$ cat src/design/assu_pkg.sv
// Shared types, opcodes and constants for the alpha save/restore stack unit.
package assu_pkg;

  localparam int unsigned STACK_DEPTH_DEF = 64;
  localparam logic [15:0] Q_ONE           = 16'h8000;

  localparam logic [2:0] OP_BEGIN      = 3'd0;
  localparam logic [2:0] OP_MULTIPLY   = 3'd1;
  localparam logic [2:0] OP_SAVE       = 3'd2;
  localparam logic [2:0] OP_RESTORE    = 3'd3;
  localparam logic [2:0] OP_RESTORE_TO = 3'd4;
  localparam logic [2:0] OP_FILTER     = 3'd5;
  localparam logic [2:0] OP_GET        = 3'd6;

  typedef enum logic {
    ST_IDLE,
    ST_LOAD
  } state_t;

  typedef struct packed {
    logic exec;
    logic load_top;
    logic out_load;
  } ctrl_cmd_t;

  typedef struct packed {
    logic pop_needed;
  } dp_status_t;

  function automatic logic [15:0] clamp_one(input logic [15:0] v);
    clamp_one = (v > Q_ONE) ? Q_ONE : v;
  endfunction

endpackage

$ cat src/design/assu_ctrl.sv
// Controller state machine: input/output handshake and pop sequencing.
module assu_ctrl
  import assu_pkg::*;
(
  input  logic       clk,
  input  logic       rst_n,
  input  logic       in_valid,
  output logic       in_ready,
  output logic       out_valid,
  input  logic       out_ready,
  input  dp_status_t status,
  output ctrl_cmd_t  cmd
);

  state_t state_r, state_nxt;
  logic   out_valid_r, out_valid_nxt;
  logic   accept;

  always_ff @(posedge clk) begin
    if (!rst_n) begin
      state_r     <= ST_IDLE;
      out_valid_r <= 1'b0;
    end else begin
      state_r     <= state_nxt;
      out_valid_r <= out_valid_nxt;
    end
  end

  always_comb begin
    in_ready      = (state_r == ST_IDLE) && (!out_valid_r || out_ready);
    accept        = in_valid && in_ready;
    state_nxt     = state_r;
    cmd.exec      = 1'b0;
    cmd.load_top  = 1'b0;
    cmd.out_load  = 1'b0;
    out_valid_nxt = out_valid_r && !out_ready;
    unique case (state_r)
      ST_IDLE: begin
        if (accept) begin
          cmd.exec = 1'b1;
          if (status.pop_needed) begin
            state_nxt = ST_LOAD;
          end else begin
            cmd.out_load  = 1'b1;
            out_valid_nxt = 1'b1;
          end
        end
      end
      ST_LOAD: begin
        cmd.load_top  = 1'b1;
        cmd.out_load  = 1'b1;
        out_valid_nxt = 1'b1;
        state_nxt     = ST_IDLE;
      end
      default: state_nxt = ST_IDLE;
    endcase
  end

  assign out_valid = out_valid_r;

endmodule

$ cat src/design/assu_dp.sv
// Datapath: top-of-stack register, height, stack memory, multiplier and result register.
module assu_dp
  import assu_pkg::*;
#(
  parameter int unsigned STACK_DEPTH = STACK_DEPTH_DEF
) (
  input  logic        clk,
  input  logic        rst_n,
  input  logic        cfg_wr_en,
  input  logic [15:0] cfg_wr_data,
  input  logic [2:0]  in_opcode,
  input  logic [15:0] in_alpha_value,
  input  logic [6:0]  in_target_count,
  input  logic [15:0] in_paint_alpha,
  input  ctrl_cmd_t   cmd,
  output dp_status_t  status,
  output logic [15:0] out_alpha_out,
  output logic        out_draw_enable,
  output logic [5:0]  out_prior_height,
  output logic        out_overflow
);

  localparam int unsigned AW = $clog2(STACK_DEPTH);
  localparam int unsigned HW = $clog2(STACK_DEPTH + 1);
  localparam logic [HW-1:0] DEPTH_H = HW'(STACK_DEPTH);
  localparam logic [HW-1:0] ONE_H   = HW'(1);

  logic [15:0]   mem [STACK_DEPTH];
  logic [15:0]   rdata_r;
  logic [15:0]   top_r, top_nxt;
  logic [HW-1:0] height_r, height_nxt;
  logic [15:0]   init_alpha_r;

  logic [15:0]   alpha_r, alpha_nxt;
  logic          draw_r, draw_nxt;
  logic [5:0]    prior_r, prior_nxt;
  logic          ovf_r, ovf_nxt;

  logic [15:0]   factor, paint, mul_b;
  logic [31:0]   product;
  logic [15:0]   scaled;
  logic [HW-1:0] ht_m1, ht_m2;
  logic [HW+5:0] prior_ext;
  logic [HW+6:0] cnt_ext, ht_ext, cnt_m1;
  logic [6:0]    cnt_eff;
  logic          wr_en, rd_en;
  logic [AW-1:0] wr_addr, rd_addr;
  logic          pop_restore, pop_to;

  always_comb begin
    factor    = clamp_one(in_alpha_value);
    paint     = clamp_one(in_paint_alpha);
    mul_b     = (in_opcode == OP_FILTER) ? paint : factor;
    product   = top_r * mul_b;
    scaled    = product[30:15];
    ht_m1     = height_r - ONE_H;
    ht_m2     = height_r - HW'(2);
    prior_ext = {6'b0, ht_m1};
    cnt_eff   = (in_target_count == 7'd0) ? 7'd1 : in_target_count;
    cnt_ext   = {{HW{1'b0}}, cnt_eff};
    ht_ext    = {7'b0, height_r};
    cnt_m1    = cnt_ext - (HW+7)'(1);
    pop_restore = (in_opcode == OP_RESTORE) && (height_r > ONE_H);
    pop_to      = (in_opcode == OP_RESTORE_TO) && (cnt_ext < ht_ext);
    status.pop_needed = pop_restore || pop_to;
  end

  always_comb begin
    top_nxt    = top_r;
    height_nxt = height_r;
    wr_en      = 1'b0;
    wr_addr    = ht_m1[AW-1:0];
    rd_en      = 1'b0;
    rd_addr    = ht_m2[AW-1:0];
    alpha_nxt  = top_r;
    draw_nxt   = 1'b0;
    prior_nxt  = 6'd0;
    ovf_nxt    = 1'b0;
    if (cmd.load_top) begin
      top_nxt   = rdata_r;
      alpha_nxt = rdata_r;
    end else if (cmd.exec) begin
      unique case (in_opcode)
        OP_BEGIN: begin
          height_nxt = ONE_H;
          top_nxt    = clamp_one(init_alpha_r);
          alpha_nxt  = clamp_one(init_alpha_r);
        end
        OP_MULTIPLY: begin
          top_nxt   = scaled;
          alpha_nxt = scaled;
        end
        OP_SAVE: begin
          prior_nxt = prior_ext[5:0];
          if (height_r == DEPTH_H) begin
            ovf_nxt = 1'b1;
          end else begin
            wr_en      = 1'b1;
            height_nxt = height_r + ONE_H;
          end
        end
        OP_RESTORE: begin
          if (pop_restore) begin
            rd_en      = 1'b1;
            height_nxt = ht_m1;
          end
        end
        OP_RESTORE_TO: begin
          if (pop_to) begin
            rd_en      = 1'b1;
            rd_addr    = cnt_m1[AW-1:0];
            height_nxt = cnt_ext[HW-1:0];
          end
        end
        OP_FILTER: begin
          if (top_r >= Q_ONE) begin
            alpha_nxt = paint;
            draw_nxt  = 1'b1;
          end else if (top_r == 16'd0) begin
            alpha_nxt = paint;
          end else begin
            alpha_nxt = scaled;
            draw_nxt  = 1'b1;
          end
        end
        default: ;
      endcase
    end
  end

  always_ff @(posedge clk) begin
    if (!rst_n) begin
      top_r        <= Q_ONE;
      height_r     <= ONE_H;
      init_alpha_r <= Q_ONE;
    end else begin
      top_r    <= top_nxt;
      height_r <= height_nxt;
      if (cfg_wr_en) begin
        init_alpha_r <= cfg_wr_data;
      end
    end
  end

  always_ff @(posedge clk) begin
    if (wr_en) begin
      mem[wr_addr] <= top_r;
    end
    if (rd_en) begin
      rdata_r <= mem[rd_addr];
    end
  end

  always_ff @(posedge clk) begin
    if (cmd.out_load) begin
      alpha_r <= alpha_nxt;
      draw_r  <= draw_nxt;
      prior_r <= prior_nxt;
      ovf_r   <= ovf_nxt;
    end
  end

  assign out_alpha_out    = alpha_r;
  assign out_draw_enable  = draw_r;
  assign out_prior_height = prior_r;
  assign out_overflow     = ovf_r;

endmodule

$ cat src/design/alpha_save_restore_stack_unit.sv
// Top level of the alpha save/restore stack unit.
//
// Channel  Handshake               Payload
// in       in_valid / in_ready     opcode, alpha_value, target_count, paint_alpha
// out      out_valid / out_ready   alpha_out, draw_enable, prior_height, overflow
// cfg      cfg_wr_en               cfg_wr_data (initial_alpha)
//
// A new transfer is taken each cycle while the result register is free or being
// drained and no pop is loading. Restore and restore-to-count that pop pass
// through a load state, as the new top comes from the stack memory's registered
// read port. The top entry lives in a register, the rest in the memory.
// Reset is synchronous: height 1, top and initial_alpha 1.0; no clearing pass.
module alpha_save_restore_stack_unit
  import assu_pkg::*;
#(
  parameter int unsigned STACK_DEPTH = STACK_DEPTH_DEF
) (
  input  logic        clk,
  input  logic        rst_n,
  input  logic        cfg_wr_en,
  input  logic [15:0] cfg_wr_data,
  input  logic        in_valid,
  output logic        in_ready,
  input  logic [2:0]  in_opcode,
  input  logic [15:0] in_alpha_value,
  input  logic [6:0]  in_target_count,
  input  logic [15:0] in_paint_alpha,
  output logic        out_valid,
  input  logic        out_ready,
  output logic [15:0] out_alpha_out,
  output logic        out_draw_enable,
  output logic [5:0]  out_prior_height,
  output logic        out_overflow
);

  ctrl_cmd_t  cmd;
  dp_status_t status;

  assu_ctrl u_ctrl (
    .clk       (clk),
    .rst_n     (rst_n),
    .in_valid  (in_valid),
    .in_ready  (in_ready),
    .out_valid (out_valid),
    .out_ready (out_ready),
    .status    (status),
    .cmd       (cmd)
  );

  assu_dp #(
    .STACK_DEPTH (STACK_DEPTH)
  ) u_dp (
    .clk              (clk),
    .rst_n            (rst_n),
    .cfg_wr_en        (cfg_wr_en),
    .cfg_wr_data      (cfg_wr_data),
    .in_opcode        (in_opcode),
    .in_alpha_value   (in_alpha_value),
    .in_target_count  (in_target_count),
    .in_paint_alpha   (in_paint_alpha),
    .cmd              (cmd),
    .status           (status),
    .out_alpha_out    (out_alpha_out),
    .out_draw_enable  (out_draw_enable),
    .out_prior_height (out_prior_height),
    .out_overflow     (out_overflow)
  );

endmodule

$ cat config.mk
export PLATFORM = sky130hd
export DESIGN_NAME = alpha_save_restore_stack_unit
export DESIGN_NICKNAME = d
export VERILOG_FILES = /design/src/design/assu_pkg.sv /design/src/design/assu_ctrl.sv /design/src/design/assu_dp.sv /design/src/design/alpha_save_restore_stack_unit.sv
export SDC_FILE = /design/constraint.sdc
export NUM_CORES = 2
export LEC_CHECK = 0
export BUFFER_PORTS_ARGS = -buffer_cell sky130_fd_sc_hd__buf_2
export CAP_MARGIN = 15
export CELL_PAD_IN_SITES_DETAIL_PLACEMENT = 1
export CELL_PAD_IN_SITES_GLOBAL_PLACEMENT = 1
export CORE_MARGIN = 2
export CORE_UTILIZATION = 53
export CTS_BUF_LIST = sky130_fd_sc_hd__clkbuf_8 sky130_fd_sc_hd__clkbuf_16
export DETAILED_ROUTE_END_ITERATION = 10
export PLACE_DENSITY_LB_ADDON = 0.1
export SYNTH_ARGS = -nofsm -noshare
export SYNTH_HDL_FRONTEND = slang
export SYNTH_HIERARCHICAL = 1
export SYNTH_SLANG_ARGS = --single-unit
$ cat constraint.sdc
create_clock -name clk -period 11 [get_ports clk]
set_input_delay 0.55 -clock clk [delete_from_list [all_inputs] [get_ports clk]]
set_output_delay 0.55 -clock clk [all_outputs]
set_load 0.01 [all_outputs]
After elaboration in Yosys (flattened, before gate mapping)
Memories as Yosys holds them, arrays and structs flattened. A register that Yosys moved wholly into a read port is not among the register bits.
Cells that the tools add are included.

operators by class
  add/sub/neg operators = 4
  $mul = 1
  order comparisons = 6
  eq/ne operators = 9
  multiplexer cells = 47
  bitwise operators = 5
  reduce and logical (&&, ||, !) cells = 19

operators with widths
  kind                                                           count
  two-way mux 16 bit                                             10
  greater-than comparator 16 bit, second input constant          3
  one-hot mux 16 bit (3 select lines)                            1
  one-hot mux 16 bit (2 select lines)                            1
  multiplier 16 x 16 -> 31 bit                                   1
  two-way mux 7 bit                                              4
  one-hot mux 7 bit (4 select lines)                             1
  two-way mux 6 bit                                              4
  two-way mux 1 bit                                              22
  >= comparator 16 bit, second input constant                    1
  zero test 16 bit                                               1
  one-hot mux 1 bit (2 select lines)                             4
  adder 7 x 1 -> 7 bit, second input constant                    1
  equality test 7 bit, second input constant                     1
  greater-than comparator 7 x 1 -> 1 bit, second input constant  1
  zero test 7 bit                                                1
  < comparator 7 bit                                             1
  subtractor 7 x 1 -> 7 bit, second input constant               1
  equality test 3 x 2 -> 1 bit, second input constant            2
  equality test 3 bit, second input constant                     2
  AND reduction 6 bit                                            1
  OR reduction 3 bit                                             2
  subtractor 6 x 1 -> 6 bit, second input constant               1
  subtractor 6 x 2 -> 6 bit, second input constant               1
  12 further kinds                                               23

word-level totals
  register bits = 65
  RAM bits = 1024
  output and inout port bits = 26
  word-level logic and storage cells = 101
  memories = 1

memory list
  name      depth  width  read ports  clocked after memory_dff  write ports  line           text
  u_dp.mem  64     16     1           1                         1            assu_dp.sv:28  logic [15:0] mem [STACK_DEPTH];

Logic depth before layout (Yosys ltp)
  depth after elaboration = 10
  depth in mapped cells = 29

Modules after synthesis
The synthesis kept the hierarchy.

modules (own cells, without submodules)
  module     times used  cells an instance  area each (µm²)  seq. area each (µm²)
  assu_dp    1           3918               52958.3          32731.4
  assu_ctrl  1           12                 120.1            40.0

Worst setup path after synthesis
Ideal clock, no wire load.

  path kind = input -> register
  from = in in_opcode[1]
  to = reg u_dp.alpha_r[13], in the netlist u_dp/out_alpha_out[13], data pin
  library setup time = 0.270 ns
  arrival time = 7.521 ns
  setup slack = 3.209 ns
  cell stages on the path = 26
  path buffers = 3
  cells stage by stage = clkbuf_1 -> nand3b_1 -> nor2_1 -> clkbuf_1 -> a22o_1 -> clkbuf_1 -> nand2_1 -> fa_1 -> fa_1 -> inv_1 -> fa_1 -> fa_1 -> fa_1 -> inv_1 -> fa_1 -> inv_1 -> ha_1 -> a211o_1 -> a221o_1 -> a41oi_1 -> o21ai_0 -> a221oi_1 -> o21ai_0 -> a221oi_1 -> xor2_1 -> a21oi_1

on the way
  cells in the longest elaborated chain, start to end = 8
  elaborated cells on any way between the ends = 10

ends and longest elaborated chain
  what                                     line                                 text
  start, declared                          alpha_save_restore_stack_unit.sv:24  input logic [2:0] in_opcode,
  equality test 3 bit                      assu_dp.sv:53, assu_dp.sv:83
  two-way mux 16 bit                       assu_dp.sv:53                        mul_b = (in_opcode == OP_FILTER) ? paint : factor;
  multiplier 16 x 16 -> 31 bit             assu_dp.sv:54                        product = top_r * mul_b;
  two-way mux 16 bit                       assu_dp.sv:119                       end else if (top_r == 16'd0) begin
  two-way mux 16 bit                       assu_dp.sv:116                       if (top_r >= Q_ONE) begin
  one-hot mux 16 bit (3 select lines) (*)  assu_dp.sv:83                        unique case (in_opcode)
  two-way mux 16 bit (*)                   assu_dp.sv:82                        end else if (cmd.exec) begin
  two-way mux 16 bit (*)                   assu_dp.sv:79                        if (cmd.load_top) begin
  net u_dp.alpha_nxt[13]                   assu_dp.sv:34                        logic [15:0] alpha_r, alpha_nxt;
  end signal, assigned                     assu_dp.sv:156                       alpha_r <= alpha_nxt;
  end, declared                            assu_dp.sv:34

The timed path passes the listed nets; every way through them passes the cells marked *.
A chain may end at the register's enable or synchronous reset.

Final worst setup path
  from = in in_alpha_value[4]
  to = reg u_dp.alpha_r[13], in the netlist u_dp/out_alpha_out[13], data pin

on the way
  cells in the longest elaborated chain, start to end = 9

ends and longest elaborated chain
  what                                     line                                 text
  start, declared                          alpha_save_restore_stack_unit.sv:25  input logic [15:0] in_alpha_value,
  greater-than comparator 16 bit           assu_pkg.sv:31                       clamp_one = (v > Q_ONE) ? Q_ONE : v;
  two-way mux 16 bit (*)                   assu_pkg.sv:31
  two-way mux 16 bit (*)                   assu_dp.sv:53
  multiplier 16 x 16 -> 31 bit (*)         assu_dp.sv:54
  two-way mux 16 bit                       assu_dp.sv:119
  two-way mux 16 bit                       assu_dp.sv:116
  one-hot mux 16 bit (3 select lines) (*)  assu_dp.sv:83
  two-way mux 16 bit (*)                   assu_dp.sv:82
  two-way mux 16 bit (*)                   assu_dp.sv:79
  net u_dp.alpha_nxt[13]                   assu_dp.sv:34

Marked as above.

==> results.sh <==
export IMPL_outcome="finished clean"
export IMPL_antenna_found_initial=10
export IMPL_critical_path_required_ps=11460
export IMPL_end_kind="flop"
export IMPL_die_area_sq_um=103000
export IMPL_clock_sinks=1105
export IMPL_min_path_type="input port to flop"
export IMPL_synth_top_area_share=0.602
export IMPL_grtUsageTotal=0.313
export IMPL_clk_latency_ps=720
export IMPL_relSlewSlack=0.139
export IMPL_netlist_instances=3930
export IMPL_p_seq_frac=0.482
export IMPL_setup_viol=0
export IMPL_fin_setup_tns_ps=0
export IMPL_core_area_sq_um=99700
export IMPL_period_share=0.747
export IMPL_skew_ps=40.5
export IMPL_first_iter_violations=3567
export IMPL_ir_worst_vdd_mv=0.147
export IMPL_io_buffer_count=88
export IMPL_dp_cells=5209
export IMPL_regArea_sq_um=32800
export IMPL_route_detailed_drc=0
export IMPL_nets=4392
export IMPL_cts_buffer_depth=3
export IMPL_vias_per_cell=6.25
export IMPL_critPathArrivalTime_ps=8680
export IMPL_power_internal_w=0.00708
export IMPL_drt_wl_total_um=159000
export IMPL_synth_seq_cells=1105
export IMPL_clk_pin_slew_ps=90
export IMPL_die_w_um=320
export IMPL_synth_flop_cell="edfxtp_1"
export IMPL_cp_start_kind="input port"
export IMPL_combPwrFrac=0.151
export IMPL_grt_ovfl_total=0
export IMPL_synth_edf_count=1064
export IMPL_drive_gt1_frac=0.130
export IMPL_gp_congestion=0.889
export IMPL_synth_distinct_cells=80
export IMPL_leakage_nw=21.9
export IMPL_async_flop_share=0
export IMPL_ant_nets=0
export IMPL_wl_per_cell_um=29.4
export IMPL_initial_core_util=0.532
export IMPL_syn_area_sq_um=53100
export IMPL_power_switching_w=0.00272
export IMPL_place_detailed_hpwl_um=100000
export IMPL_grt_max_degree=214
export IMPL_synth_commonest_cells="edfxtp_1 (1064), nand2_1 (707), nand3_1 (270), inv_1 (244), fa_1 (192)"
export IMPL_slew_violations=0
export IMPL_worst_pin_slew_ps=1260
export IMPL_cts_resized=0
export IMPL_final_cells=5422
export IMPL_p_clk_frac=0.367
export IMPL_multiInputGateArea_sq_um=18600
export IMPL_fin_crit_ps=8220
export IMPL_power_w=0.00980
export IMPL_hold_violations=0
export IMPL_fill_cells=9634
export IMPL_crit_path_max_fanout=16
export IMPL_ys_seq_area_frac=0.617
export IMPL_max_freq_ghz=0.122
export IMPL_switching_share=0.277
export IMPL_syn2layout_area_growth_pct=10.6
export IMPL_die_h_um=320
export IMPL_root_buffer="clkbuf_16"
export IMPL_rsz0062_at_grt="false"
export IMPL_grt_pass1_vias=35424
export IMPL_yosysMostFrequentCell="edfxtp_1"
export IMPL_post_place_ws_ps=1640
export IMPL_maxCapViolCount=0
export IMPL_htreeDepth=3
export IMPL_synth_top_cell_by_area="edfxtp_1"
export IMPL_path_class="input port to flop"
export IMPL_cts_tree="yes"
export IMPL_syn_avg_cell_area_sq_um=13.5
export IMPL_synthesis_nets=4296
export IMPL_boundaryPins=89
export IMPL_rows=116
export IMPL_cts_buffers=111
export IMPL_ctsHoldBuffers=0
export IMPL_vias=33880
export IMPL_synthTopCellsByArea="edfxtp_1 (60%), fa_1 (7.2%), mux4_2 (5.4%)"
export IMPL_first_pass_iters=5
export IMPL_post_cts_buffers=0
export IMPL_timing_final_ws_setup_ps=2780
export IMPL_p_per_area_nw_per_um2=167
export IMPL_grt_pass1_wl_um=235000
export IMPL_synth_warnings=6
cell type report:
class                   instances  area share
repair buffers                193      0.0219
clock inverters                97      0.0110
diodes                          2   0.0000852
well taps                    1298      0.0277
clock buffers                 112      0.0477
multi-input cells            2370       0.317
inverters                     245      0.0157
flip-flops and latches       1105       0.559
cells by family (layout without fill, tap and decap cells):
logic type | count (synthesis) | after routing | synth area share
compound gates | 306 | 306 | 0.0410
xor+xnor | 36 | 36 | 0.00594
fa+ha+maj | 303 | 303 | 0.0986
buf+inv | 455 | 647 | 0.0350
flops | 1105 | 1105 | 0.617
mux | 180 | 180 | 0.0643
other cells | 0 | 2 | 0
simple gates | 1545 | 1545 | 0.138
cell usage in the layout (no fill, tap or decap), types with 12 or more instances in the layout:
master     synthesis  layout
dfxtp_4            0      16
a21oi_1           56      56
a221oi_1          18      18
ha_1             111     111
nor2_1           129     111
clkinv_1           1      37
or4_1             14      14
edfxtp_1        1064    1064
mux2i_1           43      41
a21o_1            24      24
o21ai_0           35      34
inv_1            244     273
nand2_1          707     707
nor3_1            31      27
dfxtp_1           41      24
buf_2             30      88
nor4_1            19      18
xnor2_1           28      28
nand2b_1          96      96
clkbuf_16          0     112
nor2_2             0      18
a32o_1            12      12
nor2b_1           35      35
mux4_2           127     127
and2_1           122     122
nand4_1           80      80
a22o_1            15      15
buf_4              6     101
clkinv_2           0      17
nand3_1          270     269
fa_1             192     192
o22ai_1           30      30
a22oi_1           20      20
sequential cells by signal, indices dropped and copies added, names as in the netlist:
signal / cells
u_dp/out_draw_enable: 1
u_ctrl/state_r: 1
u_dp/top_r: 16
u_dp/height_r: 7
u_dp/rdata_r: 16
u_dp/init_alpha_r: 16
u_dp/out_alpha_out: 16
u_ctrl/out_valid: 1
u_dp/out_prior_height: 6
u_dp/mem: 1024
u_dp/out_overflow: 1
critical path, stage by stage:
cell and delay [ps]:
buf_2 140, nor4_1 680, a41oi_1 250, nor2_1 150, buf_4 250, a22o_1 720
nand2_1 170, fa_1 540, inv_1 60, fa_1 490, fa_1 570, fa_1 450
fa_1 500, inv_1 50, fa_1 470, inv_1 40, ha_1 330, a211o_1 360
a221o_1 280, a41oi_1 200, o21ai_0 110, a221oi_1 380, o21ai_0 230, a221oi_1 350
xor2_1 220, a21oi_1 90
routing by layer:
layer	vias up	GRT usage	share of wire
met5	-	0	0.00016
met4	4	0.126	0.043
met3	315	0.0597	0.087
met2	1511	0.487	0.46
met1	17612	0.439	0.41
li1	14438	-	-
final timing paths:
check | depth (start not counted) | slack, ps | end | startpoint
hold reg to reg | 2 | 570 | u_dp/height_r[6] | u_dp/height_r[6]
setup / recovery | 26 | 2780 | u_dp/out_alpha_out[13] | in_alpha_value[4]
hold / removal | 3 | 70 | u_dp/init_alpha_r[10] | cfg_wr_data[10]
setup reg to reg | 21 | 3360 | u_dp/out_alpha_out[13] | u_dp/top_r[6]
stage by stage:
| step | utilization | cell area [sq um] | hold slack (ps) |
|---|---|---|---|
| 2_1_floorplan | - | 53100 | 472 |
| 3_3_place_gp | 0.554 | 55200 | 529 |
| 3_5_place_dp | 0.554 | 55200 | 553 |
| 4_1_cts | 0.589 | 58700 | 41.4 |
| 5_1_grt | 0.589 | 58700 | 78.2 |
| 6_report | 0.589 | 58700 | 69.6 |
power by group through the flow:
stage          Clock [W]  Combinational, W  Sequential (W)
5_1_grt          0.00379           0.00159         0.00472
3_3_place_gp           0           0.00143         0.00481
3_5_place_dp           0           0.00146         0.00481
4_1_cts          0.00364           0.00147         0.00472
6_report         0.00359           0.00148         0.00472
2_1_floorplan          0          0.000883         0.00480
Power figures use the tool's default switching activity.
